$ cat config.mk
export PLATFORM = sky130hd
export DESIGN_NAME = phase_offset_button_controller_top_flat
export DESIGN_NICKNAME = d
export VERILOG_FILES = /design/src/sv/pobc_pkg.sv /design/src/sv/pobc_in_if.sv /design/src/sv/pobc_out_if.sv /design/src/sv/pobc_cfg_if.sv /design/src/sv/phase_offset_button_controller_top.sv /design/src/flat_wrapper.sv
export SDC_FILE = /design/constraint.sdc
export NUM_CORES = 1
export LEC_CHECK = 0
export BUFFER_PORTS_ARGS = -buffer_cell sky130_fd_sc_hd__clkbuf_2
export CAP_MARGIN = 0
export CORE_MARGIN = 1.5
export CORE_UTILIZATION = 40
export DETAILED_ROUTE_END_ITERATION = 12
export HOLD_SLACK_MARGIN = 0.06
export SETUP_SLACK_MARGIN = 0.02
export SYNTH_ARGS = -nofsm -noshare
export SYNTH_HDL_FRONTEND = slang
export SYNTH_SLANG_ARGS = --single-unit
$ cat constraint.sdc
create_clock -name clk -period 8.3 [get_ports clk]
set_clock_uncertainty 0.05 [all_clocks]
set_input_delay 1.66 -clock clk [delete_from_list [all_inputs] [get_ports clk]]
set_output_delay 1.66 -clock clk [all_outputs]
set_load 0.05 [all_outputs]
$ cat src/sv/pobc_pkg.sv
package pobc_pkg;

  localparam int PERIOD_W  = 8;
  localparam int REPEAT_W  = 7;
  localparam int DIVIDER_W = 16;
  localparam int SWEEP_W   = 9;
  localparam int CFG_IDX_W = 2;
  localparam int CFG_DAT_W = 16;

  typedef enum logic [CFG_IDX_W-1:0] {
    CFG_PERIOD  = 2'd0,
    CFG_REPEAT  = 2'd1,
    CFG_DIVIDER = 2'd2,
    CFG_NONE    = 2'd3
  } cfg_idx_t;

  localparam logic [PERIOD_W-1:0]  RST_PERIOD  = 8'd24;
  localparam logic [REPEAT_W-1:0]  RST_REPEAT  = 7'd10;
  localparam logic [DIVIDER_W-1:0] RST_DIVIDER = 16'd800;
  localparam logic [PERIOD_W-1:0]  RST_OFFSET  = 8'd23;

  typedef struct packed {
    logic [DIVIDER_W-1:0] prescale;
    logic [PERIOD_W-1:0]  offset;
    logic                 sweep_up;
    logic [SWEEP_W-1:0]   sweep_ticks;
    logic                 auto_active;
    logic                 waiting;
    logic                 last_dn;
    logic                 last_up;
    logic [REPEAT_W-1:0]  held_dn;
    logic [REPEAT_W-1:0]  held_up;
  } state_t;

endpackage

$ cat src/sv/pobc_in_if.sv
interface pobc_in_if;
  logic valid;
  logic ready;
  logic down_pressed;
  logic up_pressed;

  modport source (output valid, output down_pressed, output up_pressed, input ready);
  modport sink   (input valid, input down_pressed, input up_pressed, output ready);
endinterface

$ cat src/sv/pobc_out_if.sv
interface pobc_out_if;
  logic                          valid;
  logic                          ready;
  logic [pobc_pkg::PERIOD_W-1:0] phase_offset;
  logic                          offset_written;
  logic                          sweeping;

  modport source (output valid, output phase_offset, output offset_written,
                  output sweeping, input ready);
  modport sink   (input valid, input phase_offset, input offset_written,
                  input sweeping, output ready);
endinterface

$ cat src/sv/pobc_cfg_if.sv
interface pobc_cfg_if;
  logic                           valid;
  logic                           ready;
  logic [pobc_pkg::CFG_IDX_W-1:0] index;
  logic [pobc_pkg::CFG_DAT_W-1:0] data;

  modport source (output valid, output index, output data, input ready);
  modport sink   (input valid, input index, input data, output ready);
endinterface

$ cat src/sv/phase_offset_button_controller_top.sv
// A result is in the output register in the cycle after its input beat.
// Throughput: one item per cycle while out_ch.ready holds; the output register frees when its beat is
// taken, so a new input beat is accepted in the same cycle the old result leaves.
// Reset (rst_n low, synchronous): period 24, repeat delay 10, divider 800,
// offset 23, sweep direction up, all counters and mode flags cleared, output empty.
module phase_offset_button_controller_top (
  input  logic              clk,
  input  logic              rst_n,
  pobc_in_if.sink           in_ch,
  pobc_out_if.source        out_ch,
  pobc_cfg_if.sink          cfg_ch
);

  logic [pobc_pkg::PERIOD_W-1:0]  period_r;
  logic [pobc_pkg::REPEAT_W-1:0]  repeat_r;
  logic [pobc_pkg::DIVIDER_W-1:0] divider_r;

  pobc_pkg::state_t st_r, st_nxt;

  logic                          out_valid_r;
  logic [pobc_pkg::PERIOD_W-1:0] out_offset_r;
  logic                          out_written_r;
  logic                          out_sweeping_r;

  logic in_fire;
  logic tick;
  logic wrote;
  logic [pobc_pkg::DIVIDER_W:0] pre_inc;

  function automatic logic [pobc_pkg::REPEAT_W-1:0] update_held(
    input logic                          pressed,
    input logic [pobc_pkg::REPEAT_W-1:0] held,
    input logic [pobc_pkg::REPEAT_W-1:0] delay
  );
    logic [pobc_pkg::REPEAT_W-1:0] h;
    h = held;
    if (!pressed) begin
      h = '0;
    end else if (h < delay) begin
      h = h + 1'b1;
    end
    return h;
  endfunction

  assign in_ch.ready  = !out_valid_r || out_ch.ready;
  assign in_fire      = in_ch.valid && in_ch.ready;
  assign cfg_ch.ready = 1'b1;

  assign pre_inc = {1'b0, st_r.prescale} + 1'b1;
  assign tick    = pre_inc >= {1'b0, divider_r};

  always_comb begin
    logic                          dn, up, go;
    logic [pobc_pkg::PERIOD_W:0]   v;
    logic [pobc_pkg::PERIOD_W-1:0] wrap;
    logic [pobc_pkg::SWEEP_W-1:0]  cnt;
    dn     = in_ch.down_pressed;
    up     = in_ch.up_pressed;
    go     = 1'b0;
    v      = '0;
    cnt    = '0;
    wrap   = period_r - 1'b1;
    st_nxt = st_r;
    wrote  = 1'b0;
    if (!tick) begin
      st_nxt.prescale = pre_inc[pobc_pkg::DIVIDER_W-1:0];
    end else begin
      st_nxt.prescale = '0;
      if (st_r.auto_active) begin
        if (dn || up) begin
          st_nxt.auto_active = 1'b0;
        end
        if (st_r.sweep_up) begin
          v = {1'b0, st_r.offset} + 1'b1;
        end else if (st_r.offset == '0) begin
          v = {1'b0, wrap};
        end else begin
          v = {1'b0, st_r.offset - 1'b1};
        end
        if (v >= {1'b0, period_r}) begin
          v = '0;
        end
        st_nxt.offset = v[pobc_pkg::PERIOD_W-1:0];
        cnt = st_r.sweep_ticks - 1'b1;
        if (cnt == '0) begin
          st_nxt.sweep_up    = !st_r.sweep_up;
          st_nxt.sweep_ticks = {period_r, 1'b0};
        end else begin
          st_nxt.sweep_ticks = cnt;
        end
        wrote = 1'b1;
      end else begin
        go = 1'b1;
        if (st_r.waiting) begin
          if (dn || up) begin
            go = 1'b0;
          end else begin
            // both released: sweep starts at the half count
            st_nxt.waiting     = 1'b0;
            st_nxt.auto_active = 1'b1;
            st_nxt.sweep_up    = 1'b1;
            st_nxt.sweep_ticks = {1'b0, period_r};
          end
        end else if (dn && up) begin
          st_nxt.waiting = 1'b1;
          go = 1'b0;
        end
        if (go) begin
          st_nxt.held_dn = update_held(dn, st_r.held_dn, repeat_r);
          st_nxt.held_up = update_held(up, st_r.held_up, repeat_r);
          if ((!dn && st_r.last_dn) || st_nxt.held_dn == repeat_r) begin
            st_nxt.offset = (st_r.offset == '0) ? wrap : st_r.offset - 1'b1;
            wrote = 1'b1;
          end
          if ((!up && st_r.last_up) || st_nxt.held_up == repeat_r) begin
            v = {1'b0, st_nxt.offset} + 1'b1;
            if (v >= {1'b0, period_r}) begin
              v = '0;
            end
            st_nxt.offset = v[pobc_pkg::PERIOD_W-1:0];
            wrote = 1'b1;
          end
          st_nxt.last_dn = dn;
          st_nxt.last_up = up;
        end
      end
    end
  end

  always_ff @(posedge clk) begin
    if (!rst_n) begin
      period_r  <= pobc_pkg::RST_PERIOD;
      repeat_r  <= pobc_pkg::RST_REPEAT;
      divider_r <= pobc_pkg::RST_DIVIDER;
    end else if (cfg_ch.valid) begin
      case (pobc_pkg::cfg_idx_t'(cfg_ch.index))
        pobc_pkg::CFG_PERIOD:  period_r  <= cfg_ch.data[pobc_pkg::PERIOD_W-1:0];
        pobc_pkg::CFG_REPEAT:  repeat_r  <= cfg_ch.data[pobc_pkg::REPEAT_W-1:0];
        pobc_pkg::CFG_DIVIDER: divider_r <= cfg_ch.data[pobc_pkg::DIVIDER_W-1:0];
        default: ;
      endcase
    end
  end

  always_ff @(posedge clk) begin
    if (!rst_n) begin
      st_r.prescale    <= '0;
      st_r.offset      <= pobc_pkg::RST_OFFSET;
      st_r.sweep_up    <= 1'b1;
      st_r.sweep_ticks <= '0;
      st_r.auto_active <= 1'b0;
      st_r.waiting     <= 1'b0;
      st_r.last_dn     <= 1'b0;
      st_r.last_up     <= 1'b0;
      st_r.held_dn     <= '0;
      st_r.held_up     <= '0;
      out_valid_r      <= 1'b0;
    end else begin
      if (in_fire) begin
        st_r        <= st_nxt;
        out_valid_r <= 1'b1;
      end else if (out_ch.ready) begin
        out_valid_r <= 1'b0;
      end
    end
  end

  always_ff @(posedge clk) begin
    if (in_fire) begin
      out_offset_r   <= st_nxt.offset;
      out_written_r  <= wrote;
      out_sweeping_r <= st_nxt.auto_active;
    end
  end

  assign out_ch.valid          = out_valid_r;
  assign out_ch.phase_offset   = out_offset_r;
  assign out_ch.offset_written = out_written_r;
  assign out_ch.sweeping       = out_sweeping_r;

  a_mode_excl: assert property (@(posedge clk) disable iff (!rst_n)
    !(st_r.waiting && st_r.auto_active))
    else $error("waiting for release while sweeping");

  a_idle_beat: assert property (@(posedge clk) disable iff (!rst_n)
    in_fire && !tick |=> $stable(st_r.offset) && !out_written_r)
    else $error("offset touched on a non-tick beat");

  a_sweep_hold: assert property (@(posedge clk) disable iff (!rst_n)
    in_fire && st_r.auto_active |=> $stable(st_r.held_dn) && $stable(st_r.held_up))
    else $error("held counters moved during sweep");

  a_sweep_write: assert property (@(posedge clk) disable iff (!rst_n)
    in_fire && tick && st_r.auto_active |=> out_valid_r && out_written_r)
    else $error("sweep tick did not write the offset");

endmodule
$ cat src/flat_wrapper.sv
// flat-port wrapper written by rule: the top's interface ports become plain ports
module phase_offset_button_controller_top_flat 
  (clk, rst_n, in_ch_valid, in_ch_down_pressed, in_ch_up_pressed, in_ch_ready, out_ch_valid, out_ch_phase_offset, out_ch_offset_written, out_ch_sweeping, out_ch_ready, cfg_ch_valid, cfg_ch_index, cfg_ch_data, cfg_ch_ready);
  pobc_in_if in_ch_i ();
  pobc_out_if out_ch_i ();
  pobc_cfg_if cfg_ch_i ();
  input  logic clk;
  input  logic rst_n;
  input wire logic [$bits(in_ch_i.valid)-1:0] in_ch_valid;
  input wire logic [$bits(in_ch_i.down_pressed)-1:0] in_ch_down_pressed;
  input wire logic [$bits(in_ch_i.up_pressed)-1:0] in_ch_up_pressed;
  output wire logic [$bits(in_ch_i.ready)-1:0] in_ch_ready;
  output wire logic [$bits(out_ch_i.valid)-1:0] out_ch_valid;
  output wire logic [$bits(out_ch_i.phase_offset)-1:0] out_ch_phase_offset;
  output wire logic [$bits(out_ch_i.offset_written)-1:0] out_ch_offset_written;
  output wire logic [$bits(out_ch_i.sweeping)-1:0] out_ch_sweeping;
  input wire logic [$bits(out_ch_i.ready)-1:0] out_ch_ready;
  input wire logic [$bits(cfg_ch_i.valid)-1:0] cfg_ch_valid;
  input wire logic [$bits(cfg_ch_i.index)-1:0] cfg_ch_index;
  input wire logic [$bits(cfg_ch_i.data)-1:0] cfg_ch_data;
  output wire logic [$bits(cfg_ch_i.ready)-1:0] cfg_ch_ready;
  assign in_ch_i.valid = in_ch_valid;
  assign in_ch_i.down_pressed = in_ch_down_pressed;
  assign in_ch_i.up_pressed = in_ch_up_pressed;
  assign in_ch_ready = in_ch_i.ready;
  assign out_ch_valid = out_ch_i.valid;
  assign out_ch_phase_offset = out_ch_i.phase_offset;
  assign out_ch_offset_written = out_ch_i.offset_written;
  assign out_ch_sweeping = out_ch_i.sweeping;
  assign out_ch_i.ready = out_ch_ready;
  assign cfg_ch_i.valid = cfg_ch_valid;
  assign cfg_ch_i.index = cfg_ch_index;
  assign cfg_ch_i.data = cfg_ch_data;
  assign cfg_ch_ready = cfg_ch_i.ready;
  phase_offset_button_controller_top u_core (.clk(clk), .rst_n(rst_n), .in_ch(in_ch_i), .out_ch(out_ch_i), .cfg_ch(cfg_ch_i));
endmodule
# ---- Word level (Yosys, flattened, before mapping)
# Index checks and enable logic that the tools add are counted.
dict set report totals {
  ff_bits 94
  latch_bits 0
  mem_bits_rw 0
  rom_bits 0
  input_bits 25
  out_inout_bits 13
  elab_cells 106
  memories 0
}
dict set report op_classes {
  add_sub_neg 8
  multipliers 0
  n_div 0
  magnitude_cmp 5
  eq_ne 6
  shifts 0
  muxes 45
  bitwise 1
  reduce_logical 24
}
# cell count
set op_table {}
lappend op_table {{$mux W8} 10}
lappend op_table {{$mux W7} 10}
lappend op_table {{$mux W36} 1}
lappend op_table {{$mux W9} 4}
lappend op_table {{$mux W16} 2}
lappend op_table {{$mux W19} 1}
lappend op_table {{$add A8 B1 Y9 const B} 2}
lappend op_table {{$ge A9 B8 Y1} 2}
lappend op_table {{$add A16 B1 Y17 const B} 1}
lappend op_table {{$ge A17 B16 Y1} 1}
lappend op_table {{$mux W17} 1}
lappend op_table {{$sub A8 B1 Y8 const B} 2}
lappend op_table {{$add A7 B1 Y7 const B} 2}
lappend op_table {{$eq A7 B7 Y1} 2}
lappend op_table {{$lt A7 B7 Y1} 2}
lappend op_table {{$mux W1} 14}
lappend op_table {{$mux W12} 1}
lappend op_table {{$mux W11} 1}
lappend op_table {{$logic_not A9 Y1} 1}
lappend op_table {{$sub A9 B1 Y9 const B} 1}
lappend op_table {{$logic_not A8 Y1} 1}
lappend op_table {{$reduce_and A4 Y1} 2}
lappend op_table {{$reduce_and A2 Y1} 3}
lappend op_table {{$reduce_and A5 Y1} 1}
lappend op_table {{other kinds (11)} 21}

# ---- Longest topological paths before layout
# Gate-level depths: netlist (run 1).
dict set report logic_depth {
  ltp_word 21
  depth_mapped 28
  depth_no_buf 25
}

# ---- Worst setup path before layout (run 1)
# No wires, ideal clock.
dict set report synth_path {
  path_type {input-to-reg}
  startpoint {in in_ch_down_pressed}
  endpoint {reg u_core.out_offset_r, in the netlist u_core.out_ch.phase_offset[3], data pin}
  setup_time_ns 0.167
  arrival_ns 5.708
  t_required_ns 8.083
  slack_ns 2.375
  path_stages 20
  path_buffers 1
  cell_sequence {clkbuf_1 > nand2_1 > or4_1 > o311a_1 > a211oi_4 > mux2i_1 > ha_1 > nand3_1 > nor2_1 > nor2b_1 > o21ai_0 > ha_1 > o21ai_0 > a21oi_1 > o21ai_0 > nand2b_1 > a221o_2 > nor4b_1 > nor4_1 > a211oi_1}
}
# element line
set synth_lines {}
lappend synth_lines {{start: declaration} flat_wrapper.sv:10} ;# input wire logic [$bits(in_ch_i.down_pressed)-1:0] in_ch_down_pressed;
lappend synth_lines {{end signal: assignment} phase_offset_button_controller_top.sv:170} ;# out_offset_r <= st_nxt.offset;
lappend synth_lines {{end: declaration} phase_offset_button_controller_top.sv:21} ;# logic [pobc_pkg::PERIOD_W-1:0] out_offset_r;

==> results of run 1 <==
-- power by group through the flow --
stage	Sequential, uW	Combinational (uW)	Clock, uW
after global routing	475	106	448
final	474	93.9	416
after CTS	474	94.6	427
after global placement	485	93.7	0
after detailed placement	485	94.4	0
after floorplan	487	62.4	0
-- flip-flops by register name (all words and copies together), names as in the netlist --
name / cells
u_core.divider_r: 16
u_core.repeat_r: 7
u_core.out_ch.sweeping: 1
u_core.out_ch.phase_offset: 8
u_core.period_r: 8
u_core.st_r: 52
u_core.out_ch.valid: 1
u_core.out_ch.offset_written: 1
-- final timing paths --
check	end	slack, ns	cells after the start
max reg2reg	u_core.out_ch.phase_offset[3]	1.68	25
min reg2reg	u_core.st_r[14]	0.42	2
max	u_core.out_ch.phase_offset[3]	1.67	24
min	u_core.st_r[14]	0.42	2
-- worst reg2reg max path, delay by kind of cell (launching register included) --
kind | cells | cell delay, ns
fa+ha+maj | 3 | 0.98
xor+xnor | 1 | 0.20
buf+inv | 2 | 0.48
compound gates | 9 | 1.73
flops | 1 | 0.54
simple gates | 9 | 2.03
mux | 1 | 0.43
-- cell type report --
cell class	instances	area, um2
tap	234	292.8
fill	1856	10450
multi-input combinational	802	5184
inverter	53	198.9
clock buffer	9	225.2
clock inverter	7	62.56
sequential	94	1982
timing repair buffer	45	247.7
-- logic make-up (layout without fill, tap and decap cells) --
logic type                 after synthesis  count (layout)  synth area share
and+or+nand+nor                        400             400            0.2568
AOI/OAI and AO/OA                      274             274            0.2474
buffers and inverters                  109             114           0.05706
DFF                                     94              94            0.2612
adders and majority gates               53              53           0.08740
xor gates and xnor gates                50              50           0.05772
muxes                                   24              24           0.03199
other                                    1               1         0.0004942
-- per-stage QoR --
stage / utilization / hold WS, ns
after CTS: 0.4395 / 0.4257
after detailed placement: 0.4240 / 0.4142
after global placement: 0.4240 / 0.4025
final: 0.4395 / 0.4220
after floorplan: - / 0.3935
after global routing: 0.4395 / 0.4508
-- per-layer routing --
metal	share of wire	up-vias	GRT usage
met1	0.49	3343	0.3009
met5	0	-	0
met3	0.034	23	0.02989
met2	0.46	138	0.3443
met4	0.015	0	0.05373
li1	-	3589	-
-- placed cells by master, fill, tap and decap left out, drive strengths merged, types with 9 or more instances in the layout --
cell    instances
nor2b          26
a21oi          53
and2           10
inv            57
edfxtp         10
dfxtp          84
xnor2          29
nand2b         21
and3           16
nand2         151
nor4           11
a21boi         36
o211a           9
nor2           66
buf             9
mux2i          22
o21ai          65
nand4           9
a21o           14
a22oi          10
xor2           21
a31oi          10
ha             53
clkbuf         45
nand3          31
o211ai         12
nor3           23
a211oi         11
==> impl_metrics.ini, run 1 <==
[run_status]
outcome = finished, final reports clean

[cells_and_area]
drive_gt1_frac = 0.08218
final_area_um2 = 8193
fin_cells = 1244
nets = 1083
area_growth_syn_to_layout_pct = 7.982
antenna_cells = 0

[setup_path]
path_class = input pin to flip-flop
cp-start-kind = input pin
r2r_start = u_core.repeat_r[6]
cp_cell_sequence = clkbuf_2 -> nand2_1 -> xnor2_1 -> a2111oi_0 -> a311oi_1 -> nand3_1 -> nand3_1 -> a211oi_4 -> buf_4 -> mux2i_1 -> ha_1 -> nand3_1 -> nand2_1 -> nor2b_1 -> o21ai_0 -> ha_1 -> o21ai_0 -> a21oi_1 -> o21ai_0 -> nand2b_1 -> a221o_2 -> nor4b_1 -> nor4_1 -> a211oi_1
cpLargestDelayFamily = compound AO/OA/AOI/OAI gates
crit_slowest_cell = a221o_2
cp-end-kind = flip-flop
slowest_delay_ns = 0.47
worst-path-max-fanout = 28
crit_buf_inv = 2
crit_start = in_ch_down_pressed
critical_path_arrival_ns = 6.74
required_ns = 8.41

[floorplanning]
fp.dieW_um = 140.7
io_pins = 38
die_area_um2 = 19800
die-height_um = 140.7
coreArea_um2 = 18640
rows = 50
initial_core_util = 0.4070

[detailed_routing]
route.detailed.drc = 0
wl_per_cell_um = 16.35
avgViaCountPerCell = 5.702
dr_total_vias = 7093
first_pass_iters = 5
first_iter_violations = 368
routed_wl_um = 20340
drtAntennaViolNets = 0

[sta]
slew_violations = 0
fin_tns_setup_ns = 0
setup-violations-final = 0
fin_crit_ns = 6.627
max_freq_ghz = 0.1509
rsz0062_at_grt = no
finalCritPeriodShare = 0.7985
hold_viol = 0
relSlewSlack = 0.2104
fin_ws_ns = 1.673
max_slew.worst_pin.slew_ns = 1.180

[synthesis]
synthTopCellsByArea = dfxtp_1 22%, ha_1 8.7%, nand2_1 7.5%
synth_top_area_frac = 0.2216
synth_most_common_cell = nand2_1
synth_cells = 1005
yosys.area.top_type = dfxtp_1
ys_types = 79
ys_ff_latch = 94
syn_area_um2 = 7587
async_reset_ff_frac = 0
synthFlopType = dfxtp_1
yosysWarnings = 0
synth-seq-area-share = 0.2612
avgSynthCellArea_um2 = 7.550
syn_nets = 1083
yosys-top-cells-count = 151 x nand2_1, 84 x dfxtp_1, 66 x nor2_1
synth-edff-count = 10

[flow_run]
drv_cap = 0

[grt]
grt_usage = 0.2138
first_global_vias = 6557
grt_pass1_wl_um = 34240
gr-total-overflow = 0
grt_start_max_net_pins = 85
grt_antenna_before_repair = 0

[cts]
post_cts_resized = 0
clockBufferDepth = 2
cts_sinks = 94
path_clk_slew_ns = 0.07
insertion_delay_ns = 0.36
htreeDepth = 3
clock-root-buffer = clkbuf_16
cts.hold.buffers_added = 0
cts_setup_buffers = 0
cts_inserted_buffers = 9
cts_tree = yes

[power_and_ir_drop]
combPwrFrac = 0.095
power_switching_uw = 275.7
clockPowerShare = 0.423
p_int_uw = 708.8
p_per_area_nw_per_um2 = 120.2
leakage_uw = 0.003231
sw_frac_of_total = 0.2801
p_seq_frac = 0.482
peakVddDrop_mv = 0.08896
p_total_uw = 984.5

[placement]
dp_hpwl_um = 14920
place_area_um2 = 7905
place.gp.congestion = 0.8965
place.port_buffers = 36
dp_slack_ns = 1.436
dp.cells = 1228

[worst_hold_path]
hold_class = flip-flop to flip-flop
hold_start = u_core.st_r[14]
No activity file was read; power rests on OpenSTA's default activity.
==> inputs of run 2 (changes only) <==
- clock period: 8.3 -> 6.38 ns (I/O delays scaled with it)
==> run 2 against run 1 <==
Effect of this change:
- critical endpoint unchanged
- clock power rose by 40%
- cell area rose by 2.0%
- worst hold slack got worse by 0.0053 ns
- die area did not move
- sequential power rose by 30%
- largest power group unchanged
- critical path depth did not move
- worst setup slack got worse by 1.2 ns
- critical path type is now flip-flop to flip-flop
==> impl_metrics.ini, run 2 (same netlist as run 1, synthesis figures left out) <==
[worst_hold_path]
hold_class = flip-flop to flip-flop
hold_start = u_core.divider_r[14]

[detailed_routing]
routed_wl_um = 21400
avgViaCountPerCell = 5.644
first_pass_iters = 6
drtAntennaViolNets = 0
wl_per_cell_um = 16.96
dr_total_vias = 7123
route.detailed.drc = 0
first_iter_violations = 388

[setup_path]
cp-start-kind = flip-flop
crit_slowest_cell = or4b_1
crit_buf_inv = 4
worst-path-max-fanout = 8
cpLargestDelayFamily = simple AND/OR/NAND/NOR gates
cp-end-kind = flip-flop
critical_path_arrival_ns = 6.00
required_ns = 6.50
cp_cell_sequence = inv_1 -> ha_1 -> or4b_1 -> or2_0 -> a21o_1 -> inv_1 -> ha_1 -> nor3b_1 -> a21oi_1 -> a221oi_1 -> buf_4 -> inv_1 -> and3_1 -> xor2_1 -> mux2i_1 -> ha_1 -> o21ai_0 -> a21oi_1 -> o21ai_0 -> nand2b_1 -> a221o_2 -> nor4b_1 -> nor4_1 -> a211oi_1
r2r_start = u_core.st_r[28]
path_class = flip-flop to flip-flop
slowest_delay_ns = 0.59
crit_start = u_core.st_r[28]

[cts]
cts_inserted_buffers = 9
htreeDepth = 3
clock-root-buffer = clkbuf_16
insertion_delay_ns = 0.36
cts_sinks = 94
clockBufferDepth = 2
cts_tree = yes
path_clk_slew_ns = 0.08
cts.hold.buffers_added = 0

[cells_and_area]
final_cell_mix = 151 x nand2_1, 83 x dfxtp_1, 66 x nor2_1, 60 x o21ai_0
area_growth_syn_to_layout_pct = 10.19
utilization = 0.4485
regMostFlops = u_core.st_r
layout_commonest_cell = nand2_1
antenna_cells = 0
nets = 1101
largest_reg_flops = 52
largest_registers = u_core.st_r x52, u_core.divider_r x16
drive_gt1_frac = 0.1002
final_area_um2 = 8361

[run_status]
outcome = finished, final reports clean

[sta]
setup-violations-final = 0
fin_tns_setup_ns = 0
rsz0062_at_grt = no
finalCritPeriodShare = 0.9211
relSlewSlack = 0.2165
fin_crit_ns = 5.877
max_slew.worst_pin.slew_ns = 1.171
slew_violations = 0
max_freq_ghz = 0.1702
hold_viol = 0
fin_ws_ns = 0.5031

[grt]
first_global_vias = 6728
grt_start_max_net_pins = 61
gr-total-overflow = 0
grt_antenna_before_repair = 0
grt_usage = 0.2213
grt_pass1_wl_um = 35140

[floorplanning]
coreArea_um2 = 18640
rows = 50
die_area_um2 = 19800
io_pins = 38
initial_core_util = 0.4070
fp.dieW_um = 140.7
die-height_um = 140.7

[placement]
place_area_um2 = 8033
dp_slack_ns = 0.4099
dp_hpwl_um = 15670
place.gp.congestion = 0.9405
place.port_buffers = 36

[power_and_ir_drop]
leakage_uw = 0.003328
p_per_area_nw_per_um2 = 158.4
peakVddDrop_mv = 0.1508

[flow_run]
drv_cap = 0
[run 2: cell types whose count changed in the layout (fill, tap and decap cells not counted), sizes merged]
cell | before | now
inv | 57 | 58
clkinv | 3 | 0
buf | 9 | 27
bufinv | 0 | 1
clkinvlp | 0 | 1
[run 2: final timing paths]
| path | endpoint | depth (start not counted) | slack [ns] |
|---|---|---|---|
| hold reg to reg | u_core.divider_r[14] | 2 | 0.42 |
| hold / removal | u_core.divider_r[14] | 2 | 0.42 |
| setup / recovery | u_core.out_ch.phase_offset[3] | 24 | 0.50 |
| setup reg to reg | u_core.out_ch.phase_offset[3] | 24 | 0.50 |
[run 2: cell type report]
cell class / count / area, um2
fillers: 1895 / 10280
multi-input cells: 802 / 5194
flip-flops and latches: 94 / 1983
repair buffers: 63 / 382.9
well taps: 234 / 292.8
clock buffers: 9 / 225.2
inverters: 53 / 198.9
clock inverters: 7 / 83.83
[run 2: timing repair]
action	CTS	global route
endpoints found under the hold margin	0	0
gates resized for setup	0	3
buffers inserted	0	1
endpoints found under the setup margin	0	4
[run 2: metrics by stage]
step	hold slack (ns)	cells	total power, uW
floorplan	0.3935	1005	714.4
global placement	0.4012	1245	755.2
detailed placement	0.4095	1245	756.2
CTS	0.4192	1261	1337
global route	0.4393	1262	1381
finish	0.4167	1262	1324
[run 2: report_power, final]
group	switching [uW]	internal [uW]	leakage, uW
Clock	268	313	0.000149
Combinational	83.6	43.1	0.00241
Sequential	10.5	606	0.000768
[run 2: worst reg2reg max path, delay by kind of cell (launching register included)]
kind / cells / cell delay, ns
and+or+nand+nor: 7 / 1.99
adders and majority gates: 3 / 0.70
buffers and inverters: 4 / 0.54
muxes: 1 / 0.11
xor gates and xnor gates: 1 / 0.19
DFF: 1 / 0.39
AOI/OAI and AO/OA: 8 / 1.71
[run 2: routing by layer]
metal,vias to the layer above,GRT usage,part of all wire
met2,157,0.3643,0.47
li1,3626,-,-
met1,3318,0.3031,0.49
met4,0,0.06086,0.013
met5,-,0,0
met3,22,0.03091,0.036
